$ cat src/sv/c2s_sqrt_cell.sv
// ----------------------------------------------------------------------------
// c2s_sqrt_cell
// One digit of a restoring square root on two lanes, with a registered
// handover to the next cell and a sideband that rides along.
// ----------------------------------------------------------------------------
`default_nettype none

module c2s_sqrt_cell #(
   parameter int RW  = 24,
   parameter int SBW = 76
) (
   input  logic                       clock,
   input  logic                       reset,
   input  logic                       in_valid,
   output logic                       in_ready,
   input  logic [1:0][2*RW-1:0]       in_n,
   input  logic [1:0][RW+1:0]         in_rem,
   input  logic [1:0][RW-1:0]         in_root,
   input  logic [SBW-1:0]             in_sb,
   output logic                       out_valid,
   input  logic                       out_ready,
   output logic [1:0][2*RW-1:0]       out_n,
   output logic [1:0][RW+1:0]         out_rem,
   output logic [1:0][RW-1:0]         out_root,
   output logic [SBW-1:0]             out_sb
);

   logic                   valid_ff;
   logic [1:0][2*RW-1:0]   n_ff, n_in;
   logic [1:0][RW+1:0]     rem_ff, rem_in;
   logic [1:0][RW-1:0]     root_ff, root_in;
   logic [SBW-1:0]         sb_ff;

   // one root digit per lane
   always_comb begin
      logic [RW+3:0] shifted;
      logic [RW+3:0] trial;
      logic [RW+3:0] diff;
      for (int l = 0; l < 2; l++) begin
         shifted = {in_rem[l], in_n[l][2*RW-1:2*RW-2]};
         trial   = {2'b00, in_root[l], 2'b01};
         diff    = shifted - trial;
         n_in[l] = {in_n[l][2*RW-3:0], 2'b00};
         if (shifted >= trial) begin
            rem_in[l]  = diff[RW+1:0];
            root_in[l] = {in_root[l][RW-2:0], 1'b1};
         end else begin
            rem_in[l]  = shifted[RW+1:0];
            root_in[l] = {in_root[l][RW-2:0], 1'b0};
         end
      end
   end

   assign in_ready = !valid_ff || out_ready;

   // handover register
   always_ff @(posedge clock) begin
      if (reset) begin
         valid_ff <= 1'b0;
      end else if (in_ready) begin
         valid_ff <= in_valid;
      end
      if (in_ready && in_valid) begin
         n_ff    <= n_in;
         rem_ff  <= rem_in;
         root_ff <= root_in;
         sb_ff   <= in_sb;
      end
   end

   assign out_valid = valid_ff;
   assign out_n     = n_ff;
   assign out_rem   = rem_ff;
   assign out_root  = root_ff;
   assign out_sb    = sb_ff;

endmodule

`default_nettype wire

$ cat config.mk
export PLATFORM = sky130hd
export DESIGN_NAME = c2s_sqrt_cell
export DESIGN_NICKNAME = d
export VERILOG_FILES = /design/src/sv/c2s_sqrt_cell.sv
export SDC_FILE = /design/constraint.sdc
export NUM_CORES = 1
export LEC_CHECK = 0
export BUFFER_PORTS_ARGS = -buffer_cell sky130_fd_sc_hd__buf_2
export CORE_AREA = 2 2 214 216
export CTS_CLUSTER_DIAMETER = 100
export DETAILED_ROUTE_END_ITERATION = 6
export DIE_AREA = 0 0 216 218
export GPL_TIMING_DRIVEN = 0
export PLACE_DENSITY_LB_ADDON = 0.2
export SETUP_SLACK_MARGIN = 0.2
export SYNTH_ARGS = -nofsm -noshare
export SYNTH_HDL_FRONTEND = slang
export SYNTH_SLANG_ARGS = --single-unit
$ cat constraint.sdc
create_clock -name clock -period 15.7 [get_ports clock]
set_input_delay 2.355 -clock clock [delete_from_list [all_inputs] [get_ports clock]]
set_output_delay 2.355 -clock clock [all_outputs]
set_load 0.01 [all_outputs]
After elaboration in Yosys (flattened, before gate mapping)
Index checks and enable logic that the tools add are counted.
- register bits: 269
- input port bits: 276
- output and inout port bits: 274
- logic and storage cells: 19
- add/sub/neg operators: 2
- magnitude comparators: 2
- multiplexer cells: 4
- reductions and logical operators: 3
- operator list (operator ; count):
    $ge A28 B26 Y1 ; 2
    $mux W26 ; 2
    $sub A26 B26 Y26 ; 2
    $mux W1 ; 2
    $logic_and A1 B1 Y1 ; 1
    $logic_not A1 Y1 ; 1
    $logic_or A1 B1 Y1 ; 1

Depth between registers and ports, before layout
Gate-level depths: netlist of the first run.
- depth after elaboration: 3
- gate-level depth with buffers: 13
- mapped depth without buffers: 11

Least setup slack after synthesis of the first run
OpenSTA, ideal clock, no wires.
- kind: input to register
- start point: in out_ready
- end point: reg n_ff, in the netlist out_n[10], enable pin
- library setup time: 664 ps
- data arrival time: 8664 ps
- data required time: 15036 ps
- path slack: 6372 ps
- cell stages on the path: 2
- path buffers: 0
- cells stage by stage: nand2b_1 and2_1
- word-level cells in the longest chain between the ends: 2
- RTL lines (item ; line ; RTL):
    start: declaration ; 21 ; input logic out_ready,
    $logic_or A1 B1 Y1 ; 54 ; assign in_ready = !valid_ff || out_ready;
    $logic_and A1 B1 Y1 ; 63 ; if (in_ready && in_valid) begin
    end signal: assignment ; 64 ; n_ff <= n_in;
    end: declaration ; 29 ; logic [1:0][2*RW-1:0] n_ff, n_in;
No other way between the ends.
A chain may end at the register's enable or synchronous reset.

Worst setup path after layout of the first run
- start point: in out_ready
- end point: out in_ready
- word-level cells in the longest chain between the ends: 1
- RTL lines (item ; line ; RTL):
    $logic_or A1 B1 Y1 ; 54 ;
    end: declaration ; 15 ; output logic in_ready,
No other way between the ends.

==> metrics, run 1 <==
outcome=finished, final reports clean; Worst EP arrival=2770 ps; share of power burned in registers=between 40% and 50%; overall die width=roughly 220 um; fraction of layout instances using a drive strength above 1=about 45%; Syn. warnings=0; Post-Layout Cell Count=between 2000 and 2500; leakage power=7.051 nW; number of fill cells=4554; switching part of the total power=roughly 26%; Max Clock Skew=19.75 ps; placed cell count=1961; Overall Global Routing Usage=roughly 16%; kind of start point of the critical path=primary input; count of cells along the worst hold path=2; net switching power=0.0004910 W; hold buffer count at CTS=0; setup repair after global routing missed its margin=false; FFs w/ async S/R, synth=0%; via-per-instance ratio=between 4 and 5; Clock Latency Late Sink=590 ps; maximum root-to-sink buffer count=3; final net count=1722; sequential standard cell area=around 8100 um^2; reg2reg path depth=5; total detailed-routing wirelength=38.80 mm; synthesized area per cell=approximately 14 um^2; clock tree from TritonCTS=yes; fmax=approximately 200 MHz; total internal power=around 0.0014 W; nature of the critical path endpoint=output pin; top post-synthesis cells by area=sky130_fd_sc_hd__edfxtp_1 70%, sky130_fd_sc_hd__ha_1 5.6%, sky130_fd_sc_hd__nand2_1 2.5%, sky130_fd_sc_hd__inv_1 2.2%, sky130_fd_sc_hd__a21oi_1 1.8%; clock net sink count=about 270; pins over their slew limit=0; total congestion overflow=0; number of failing hold endpoints at the final stage=0; most area-hungry cell type in the Yosys netlist=sky130_fd_sc_hd__edfxtp_1; starting utilization of the core area=~26%; H-Tree Depth=1; vias after detailed routing=between 8000 and 9000; area fraction of the dominant cell type after synthesis=69.72%; number of clock buffers inserted by TritonCTS=31; multi-input logic area=approximately 3000 um^2; count of buffers inserted at the top-level ports=around 550; antenna violations before repair=10; Finished Core Util=between 30% and 40%; clock root buffer master=sky130_fd_sc_hd__clkbuf_16; worst hold path type=reg -> reg; cell area power density=118.2 nW/um^2; final cycle utilization of the critical path=32.62%; post-cts gate resize count=0; Detailed Place HPWL=around 31 mm; number of global-route vias before repair=~8700; overall power of the completed layout=around 0.0019 W; Cell Rows=78; worst-case vdd ir drop=around 0.083 mV; Final min period=about 5100 ps; cell area after synthesis=around 12000 um^2; number of enable-type register cells in the synthesized netlist=between 200 and 300; maximum number of pins on one net before global-route repair=68; final weighted congestion in routability-driven placement=0.8603; Setup Fix Bufs, Post-CTS=0; Seq/Total Area, Yosys=69.90%; die area=roughly 47000 um^2; CP Max Fanout=3; Setup Crit Path Kind=in -> out; area growth from synthesis to final layout=40.33%; required time of the worst setup path=~13000 ps; CTS clk-pin slew, worst paths=approximately 60 ps; Routed WL per cell=around 19 um; dominant register cell in the synthesized netlist=sky130_fd_sc_hd__edfxtp_1; I/O pins=550; die height=~220 um; Post-Synthesis Cells=just over 800; number of antenna-violating nets in the routed design=0; proportion of power drawn by combinational gates=between 10% and 20%; Setup Viol. Count Final=0; clock network fraction of total power=between 30% and 40%; number of optimization iterations in the first detailed-route pass=5; Yosys cell types=67; Total Neg Setup Slack=0 ps; Core Box Area=about 45000 um^2; synthesis-stage register bit count=between 200 and 300; initial detailed-routing violation count=540; first-pass GRT wire length=between 50 and 60 mm; max capacitance violation total=0; total DRC errors in the routed layout=0
[placed cells by master, fill, tap and decap left out, types with 8 or more instances in the layout]
master / synthesis / final
sky130_fd_sc_hd__buf_2: 4 / 549
sky130_fd_sc_hd__edfxtp_1: 268 / 268
sky130_fd_sc_hd__nand2_1: 77 / 77
sky130_fd_sc_hd__inv_1: 69 / 69
sky130_fd_sc_hd__ha_1: 52 / 52
sky130_fd_sc_hd__a21oi_1: 42 / 42
sky130_fd_sc_hd__o21ai_0: 39 / 39
sky130_fd_sc_hd__o21ai_1: 31 / 31
sky130_fd_sc_hd__clkbuf_16: 0 / 31
sky130_fd_sc_hd__nor2_1: 23 / 23
sky130_fd_sc_hd__xor2_1: 20 / 20
sky130_fd_sc_hd__a21o_1: 19 / 19
sky130_fd_sc_hd__xnor2_1: 19 / 19
sky130_fd_sc_hd__nand3_1: 12 / 12
sky130_fd_sc_hd__nor3_1: 11 / 11
sky130_fd_sc_hd__nand2b_1: 9 / 9
sky130_fd_sc_hd__a211oi_1: 8 / 8
[path summary, 6_finish.rpt]
check | startpoint | to | slack (ps)
hold / removal | out_valid$_SDFFE_PP0N_ | out_valid$_SDFFE_PP0N_ | 530
hold reg to reg | out_valid$_SDFFE_PP0N_ | out_valid$_SDFFE_PP0N_ | 530
setup / recovery | out_ready | in_ready | 10580
setup reg to reg | out_valid$_SDFFE_PP0N_ | out_n[62]$_DFFE_PP_ | 13460
[cell families (layout without fill, tap and decap cells)]
kind of cell	after synthesis	count (layout)	synth area share, %
DFF	269	269	69.90
AOI/OAI and AO/OA	197	197	11.20
muxes	3	3	0.2818
buffers and inverters	89	696	3.566
xor gates and xnor gates	39	39	2.959
adders and majority gates	52	52	5.637
other	1	5	0.03249
and+or+nand+nor	159	159	6.428
[synthesized netlist by cell type (all sizes together) (2+ instances only)]
cell type  count
o31ai          6
a2bb2oi        2
nor3b          3
nand2         77
buf           16
and2           4
or3            2
xnor2         19
a21oi         45
nand4          4
o41ai          3
o21bai         4
o2111ai        2
o221ai         2
o21ai         71
mux2           2
a2111oi        2
nand3         12
clkbuf         4
nor3          12
xor2          20
and3           5
nor2          23
inv           69
a31o           2
a211oi         9
o22ai          3
a31oi          7
a21boi         2
a21o          19
or2            2
o21a           6
edfxtp       268
nand2b         9
ha            52
o211ai         7
[power groups by stage]
| stage | clock, W | sequential (W) | combinational (W) |
|---|---|---|---|
| after detailed placement | 0 | 0.000885 | 0.000302 |
| after global placement | 0 | 0.000900 | 0.000297 |
| after floorplan | 0 | 0.000925 | 0.000132 |
| after CTS | 0.000772 | 0.000870 | 0.000304 |
| final | 0.000746 | 0.000870 | 0.000299 |
| after global routing | 0.000800 | 0.000874 | 0.000330 |
[stage by stage]
stage / setup WS (ps) / hold slack, ps / instance area (um^2)
final: 10580 / 534.8 / 16200
after global routing: 10560 / 574.6 / 16200
after CTS: 10580 / 537.1 / 16190
after detailed placement: 10580 / 525.5 / 15140
after global placement: 3298 / 508.8 / 15030
after floorplan: 6372 / 593.0 / 11550
[flip-flops by register name, summed over array words and instances, names as in the netlist]
name       cells
out_valid      1
out_n         92
out_root      48
out_rem       52
out_sb        76
[cell type report]
| type | instances | area share (%) |
|---|---|---|
| clock inverters | 24 | 1.622 |
| clock buffers | 34 | 4.859 |
| well taps | 600 | 4.635 |
| plain buffers | 20 | 0.9424 |
| inverters | 69 | 1.599 |
| flip-flops and latches | 269 | 49.81 |
| diodes | 1 | 0.01545 |
| multi-input cells | 454 | 19.00 |
| repair buffers | 549 | 17.52 |
[per-layer routing]
layer,part of all wire (%),global-route usage (%)
met2,48,26.25
met1,42,19.89
met4,2.4,4.589
met5,0.24,0
met3,7.8,4.170
[worst max-delay path, stage by stage]
cell	delay [ps]
sky130_fd_sc_hd__buf_2	100
sky130_fd_sc_hd__nand2b_1	160
sky130_fd_sc_hd__buf_2	150
(Power assumes the default switching activity.)
==> run 2: changes to the inputs <==
- clock period: 15.7 -> 4.9 ns (I/O delays scaled with it)
==> run 2 against run 1 <==
First-iteration DRC count rose by 14%. Largest power group unchanged. Sequential cell count did not move. Wire length rose by 1.1%.
==> metrics, run 2 (synthesis results as in run 1) <==
overall die width=approximately 220 um; die height=around 220 um; most common cell after layout, fill and taps aside=sky130_fd_sc_hd__buf_2; Final min period=approximately 2900 ps; via-per-instance ratio=4.404; worst hold start=reset; Overall Global Routing Usage=about 16%; Slew Limit Headroom=between 60 and 70%; Routed WL per cell=19.38 um; Worst R2R Start=out_valid$_SDFFE_PP0N_; number of failing hold endpoints at the final stage=0; total DRC errors in the routed layout=0; max capacitance violation total=0; Setup Viol. Count Final=0; Worst EP arrival=around 3200 ps; number of optimization iterations in the first detailed-route pass=5; Setup Fix Bufs, Post-CTS=0; number of fill cells=~4500; total congestion overflow=0; total detailed-routing wirelength=roughly 39 mm; fraction of layout instances using a drive strength above 1=between 40 and 50%; kind of start point of the critical path=primary input; pin slew with the least headroom to its limit=around 470 ps; worst hold path type=in -> reg; fmax=about 340 MHz; initial detailed-routing violation count=about 620; vias after detailed routing=between 8000 and 9000; area growth from synthesis to final layout=40.51%; maximum number of pins on one net before global-route repair=71; Setup Crit Path Kind=in -> reg; Max Clock Skew=between 10 and 15 ps; clock tree from TritonCTS=yes; critical path launch point=in_rem[0]; hold buffer count at CTS=0; die area=about 47000 um^2; number of clock buffers inserted by TritonCTS=34; Detailed Place HPWL=between 30 and 40 mm; number of global-route vias before repair=8514; sequential standard cell area=roughly 8100 um^2; antenna violations before repair=4; Max stage delay cell, worst path=sky130_fd_sc_hd__o21ai_2; worst setup path end=out_rem[14]$_DFFE_PP_; crit path buf inv count=2; final net count=between 1500 and 2000; H-Tree Depth=2; CTS clk-pin slew, worst paths=roughly 60 ps; Core Box Area=around 45000 um^2; pins over their slew limit=0; final cycle utilization of the critical path=between 50% and 60%; Clock Latency Late Sink=540 ps; Cell Chain, Critical Path=buf_2 > ha_1 > and2b_1 > o31ai_2 > a21oi_1 > o21ai_2 > o211ai_1 > nand2_1 > clkbuf_1 > o21ai_0; outcome=finished, final reports clean; overall power of the completed layout=between 0.006 and 0.007 W; number of flip-flops in the largest register=between 90 and 100; count of buffers inserted at the top-level ports=between 500 and 600; starting utilization of the core area=about 26%; final weighted congestion in routability-driven placement=slightly below 0.9; reg2reg path depth=5; longest individual stage delay on the worst path=430 ps; slack of the worst reg-to-reg path=between 2000 and 3000 ps; CP Max Fanout=10; Finished Core Util=between 30% and 40%; clock net sink count=between 200 and 300; gate family responsible for the most delay along the worst path=compound AO/OA/AOI/OAI gates; I/O pins=550; worst-case vdd ir drop=roughly 0.22 mV; cell area power density=between 300 and 400 nW/um^2; most used cells in the layout excluding fill and tap cells=549 x sky130_fd_sc_hd__buf_2, 268 x sky130_fd_sc_hd__edfxtp_1, 77 x sky130_fd_sc_hd__nand2_1; first-pass GRT wire length=roughly 56 mm; leakage power=between 7 and 8 nW; Cell Rows=around 80; required time of the worst setup path=just over 5000 ps; number of antenna-violating nets in the routed design=0; total stage count of the critical path=10; endpoint of the lowest-slack register-to-register path=out_root[3]$_DFFE_PP_; setup repair after global routing missed its margin=false; clock root buffer master=sky130_fd_sc_hd__clkbuf_16; nature of the critical path endpoint=flip-flop; maximum root-to-sink buffer count=3; post-cts gate resize count=0; multi-input logic area=3077 um^2
## run 2: layout make-up
| class | instances | share of cell area [%] |
|---|---|---|
| diodes | 3 | 0.04629 |
| plain buffers | 20 | 0.9412 |
| clock buffers | 39 | 5.362 |
| clock inverters | 22 | 1.258 |
| inverters | 69 | 1.597 |
| multi-input cells | 454 | 18.97 |
| flip-flops and latches | 269 | 49.75 |
| well taps | 600 | 4.629 |
| repair buffers | 549 | 17.45 |
## run 2: worst min-delay path by stage
stage,endpoint,slack [ps],depth (start not counted)
2_1_floorplan,out_valid$_SDFFE_PP0N_,590,2
3_3_place_gp,out_valid$_SDFFE_PP0N_,490,2
3_5_place_dp,out_valid$_SDFFE_PP0N_,510,2
4_1_cts,out_valid$_SDFFE_PP0N_,330,2
5_1_grt,out_valid$_SDFFE_PP0N_,330,2
6_report,out_valid$_SDFFE_PP0N_,360,2
## run 2: layer usage
layer / track usage, % / part of all wire, % / vias to the layer above
met3: 4.086 / 7.0 / 44
li1: - / - / 4202
met2: 26.38 / 48 / 349
met5: 0 / 0.10 / -
met4: 3.813 / 1.5 / 6
met1: 20.79 / 43 / 4317
## run 2: report_power, final
group	switching [W]	internal [W]	total, W	leakage (nW)
clock	0.00100	0.00144	0.00244	0.524
sequential	0.0000387	0.00275	0.00279	2.60
combinational	0.000569	0.000392	0.000961	3.94
total	0.00161	0.00458	0.00619	7.06
## run 2: stage by stage
step	instances	setup WS [ps]	TNS [ps]	cell area (um^2)	hold WS, ps
6_report	2025	1990	0	16220	359.1
4_1_cts	2022	1962	0	16210	325.8
3_5_place_dp	1961	1393	0	15140	510.7
2_1_floorplan	812	223.6	0	11550	592.9
5_1_grt	2022	1766	0	16210	330.4
3_3_place_gp	1957	-1364	-347150	15030	492.0
==> run 3: changes to the inputs <==
- clock period: 4.9 -> 2.4 ns (I/O delays scaled with it)
==> run 3 against run 2 <==
Sequential cell count unchanged. Register-to-register slack worse by 2200 ps. Die area is the same. Clock skew up 0.55 ps. First-iteration DRC count down 27%. Final cell count up 10%. Setup slack got worse by 1800 ps. Critical endpoint is now out_rem[42]$_DFFE_PP_. Largest power group unchanged. Highest routed layer unchanged.
==> metrics, run 3 (synthesis results as in run 1) <==
vias after detailed routing=about 9600; outcome=finished, final reports clean; Core Box Area=between 40000 and 50000 um^2; Final min period=around 2200 ps; Worst EP arrival=between 2000 and 2500 ps; die area=around 47000 um^2; overall die width=216 um; placement-stage worst setup slack=-542.1 ps; Setup Crit Path Kind=in -> reg; most used cells in the layout excluding fill and tap cells=547 x sky130_fd_sc_hd__buf_2, 268 x sky130_fd_sc_hd__edfxtp_1, 184 x sky130_fd_sc_hd__dlygate4sd3_1; total DRC errors in the routed layout=0; max capacitance violation total=0; overall power of the completed layout=roughly 0.013 W; H-Tree Depth=2; leakage power=between 8 and 9 nW; CTS clk-pin slew, worst paths=60 ps; number of failing hold endpoints at the final stage=0; hold slack final=around 37 ps; total congestion overflow=0; nature of the critical path endpoint=flip-flop; Post-Layout Cell Count=between 2000 and 2500; clock net sink count=between 200 and 300; placed cell count=1961; number of antenna-violating nets in the routed design=0; count of buffers inserted at the top-level ports=545; pins over their slew limit=0; worst hold path type=in -> reg; required time of the worst setup path=around 2700 ps; number of flip-flops in the largest register=92; CP Max Fanout=10; worst hold start=in_root[17]; Setup WS post-layout=between 200 and 250 ps; final net count=about 1900; Slew Limit Headroom=between 50% and 60%; Worst R2R Start=out_valid$_SDFFE_PP0N_; fmax=461.7 MHz; endpoint of the lowest-slack register-to-register path=out_sb[66]$_DFFE_PP_; via-per-instance ratio=4.330; reg2reg path depth=4; clock root buffer master=sky130_fd_sc_hd__clkbuf_16; final weighted congestion in routability-driven placement=about 0.80; maximum number of pins on one net before global-route repair=61; kind of start point of the critical path=primary input; pin slew with the least headroom to its limit=658.7 ps; first-pass GRT wire length=59.11 mm; setup repair after global routing missed its margin=true; Setup Viol. Count Final=0; final cycle utilization of the critical path=approximately nine tenths; number of clock buffers inserted by TritonCTS=34; worst hold path endpoint=out_root[18]$_DFFE_PP_; number of fill cells=between 4000 and 5000; worst-case vdd ir drop=~0.5 mV; Clock Latency Late Sink=around 520 ps; number of global-route vias before repair=slightly below 10000; cell area power density=714.7 nW/um^2; antenna violations before repair=7; count of cells along the worst hold path=1; Detailed Place HPWL=31.01 mm; die height=around 220 um; most common cell after layout, fill and taps aside=sky130_fd_sc_hd__buf_2; maximum root-to-sink buffer count=3; area growth from synthesis to final layout=63.11%; Overall Global Routing Usage=~17%; total detailed-routing wirelength=~41 mm; Max Clock Skew=approximately 14 ps; initial detailed-routing violation count=452; clock tree from TritonCTS=yes; fraction of layout instances using a drive strength above 1=between 40% and 50%; Routed WL per cell=roughly 18 um; starting utilization of the core area=25.71%; I/O pins=550; Cell Rows=78; number of optimization iterations in the first detailed-route pass=4; slack of the worst reg-to-reg path=about 330 ps
run 3: cell count changes in the layout (fill, tap and decap cells not counted), moves of 6 or more:
| cell | before | now |
|---|---|---|
| sky130_fd_sc_hd__a21oi_1 | 42 | 34 |
| sky130_fd_sc_hd__a21oi_2 | 2 | 10 |
| sky130_fd_sc_hd__buf_4 | 5 | 19 |
| sky130_fd_sc_hd__dlygate4sd3_1 | 0 | 184 |
| sky130_fd_sc_hd__ha_1 | 52 | 28 |
| sky130_fd_sc_hd__ha_4 | 0 | 19 |
| sky130_fd_sc_hd__inv_1 | 69 | 63 |
| sky130_fd_sc_hd__o21ai_2 | 1 | 7 |
run 3: metrics by stage:
step	TNS [ps]	util [%]	instance area [um^2]
5_1_grt	0	41.93	18820
3_5_place_dp	-21000	34.62	15540
2_1_floorplan	-111080	-	11950
4_1_cts	0	41.41	18590
3_3_place_gp	-396540	34.37	15430
6_report	0	41.94	18830
run 3: worst max-delay path, cell delays in order:
cell and delay, ps:
sky130_fd_sc_hd__clkbuf_4 160, sky130_fd_sc_hd__inv_12 30, sky130_fd_sc_hd__ha_4 220, sky130_fd_sc_hd__buf_6 130, sky130_fd_sc_hd__a211oi_4 270, sky130_fd_sc_hd__o21ai_2 80, sky130_fd_sc_hd__a41o_2 300, sky130_fd_sc_hd__a41oi_2 160
sky130_fd_sc_hd__a21oi_2 80, sky130_fd_sc_hd__a21oi_4 180, sky130_fd_sc_hd__buf_8 180, sky130_fd_sc_hd__buf_12 150, sky130_fd_sc_hd__o21ai_1 90
run 3: cell type report:
cell class	instances	area (um^2)	share of cell area, %
sequential	269	8068	42.85
multi-input combinational	454	3547	18.84
clock inverter	22	281.5	1.495
inverter	69	274.0	1.455
timing repair buffer	749	4806	25.53
clock buffer	39	890.9	4.732
antenna	5	12.51	0.06646
tap	600	750.7	3.988
buffer	20	196.4	1.043
run 3: worst max path at each step:
| stage | from | to | slack [ps] | cells past startpoint |
|---|---|---|---|---|
| after CTS | in_root[24] | out_rem[42]$_DFFE_PP_ | 180 | 11 |
| after global routing | in_root[35] | out_rem[36]$_DFFE_PP_ | 180 | 12 |
| final | in_root[35] | out_rem[42]$_DFFE_PP_ | 230 | 13 |
| after global placement | out_ready | out_n[25]$_DFFE_PP_ | -1430 | 3 |
| after floorplan | out_ready | out_n[10]$_DFFE_PP_ | -410 | 2 |
| after detailed placement | in_n[46] | out_rem[12]$_DFFE_PP_ | -540 | 11 |
run 3: repair_timing:
item                                    4_1_cts  5_1_grt
buffers inserted                              2       13
hold endpoints to repair                    184        0
pin swaps                                     1       15
gates cloned                                  0        1
endpoints found under the setup margin       29       51
hold buffers                                184        0
resized for setup                             6       33
run 3: power breakdown:
| part | total [W] | leakage [nW] | internal, W | switching (W) |
|---|---|---|---|---|
| registers | 0.00570 | 2.60 | 0.00561 | 0.0000851 |
| clock network | 0.00532 | 0.563 | 0.00332 | 0.00200 |
| logic | 0.00243 | 4.85 | 0.00113 | 0.00130 |
run 3: per-layer routing:
layer  GRT usage [%]  wire length [um]
met1           20.24             17250
met2           27.88             19870
met3           4.491              2821
met4           6.027              1067
met5               0                42
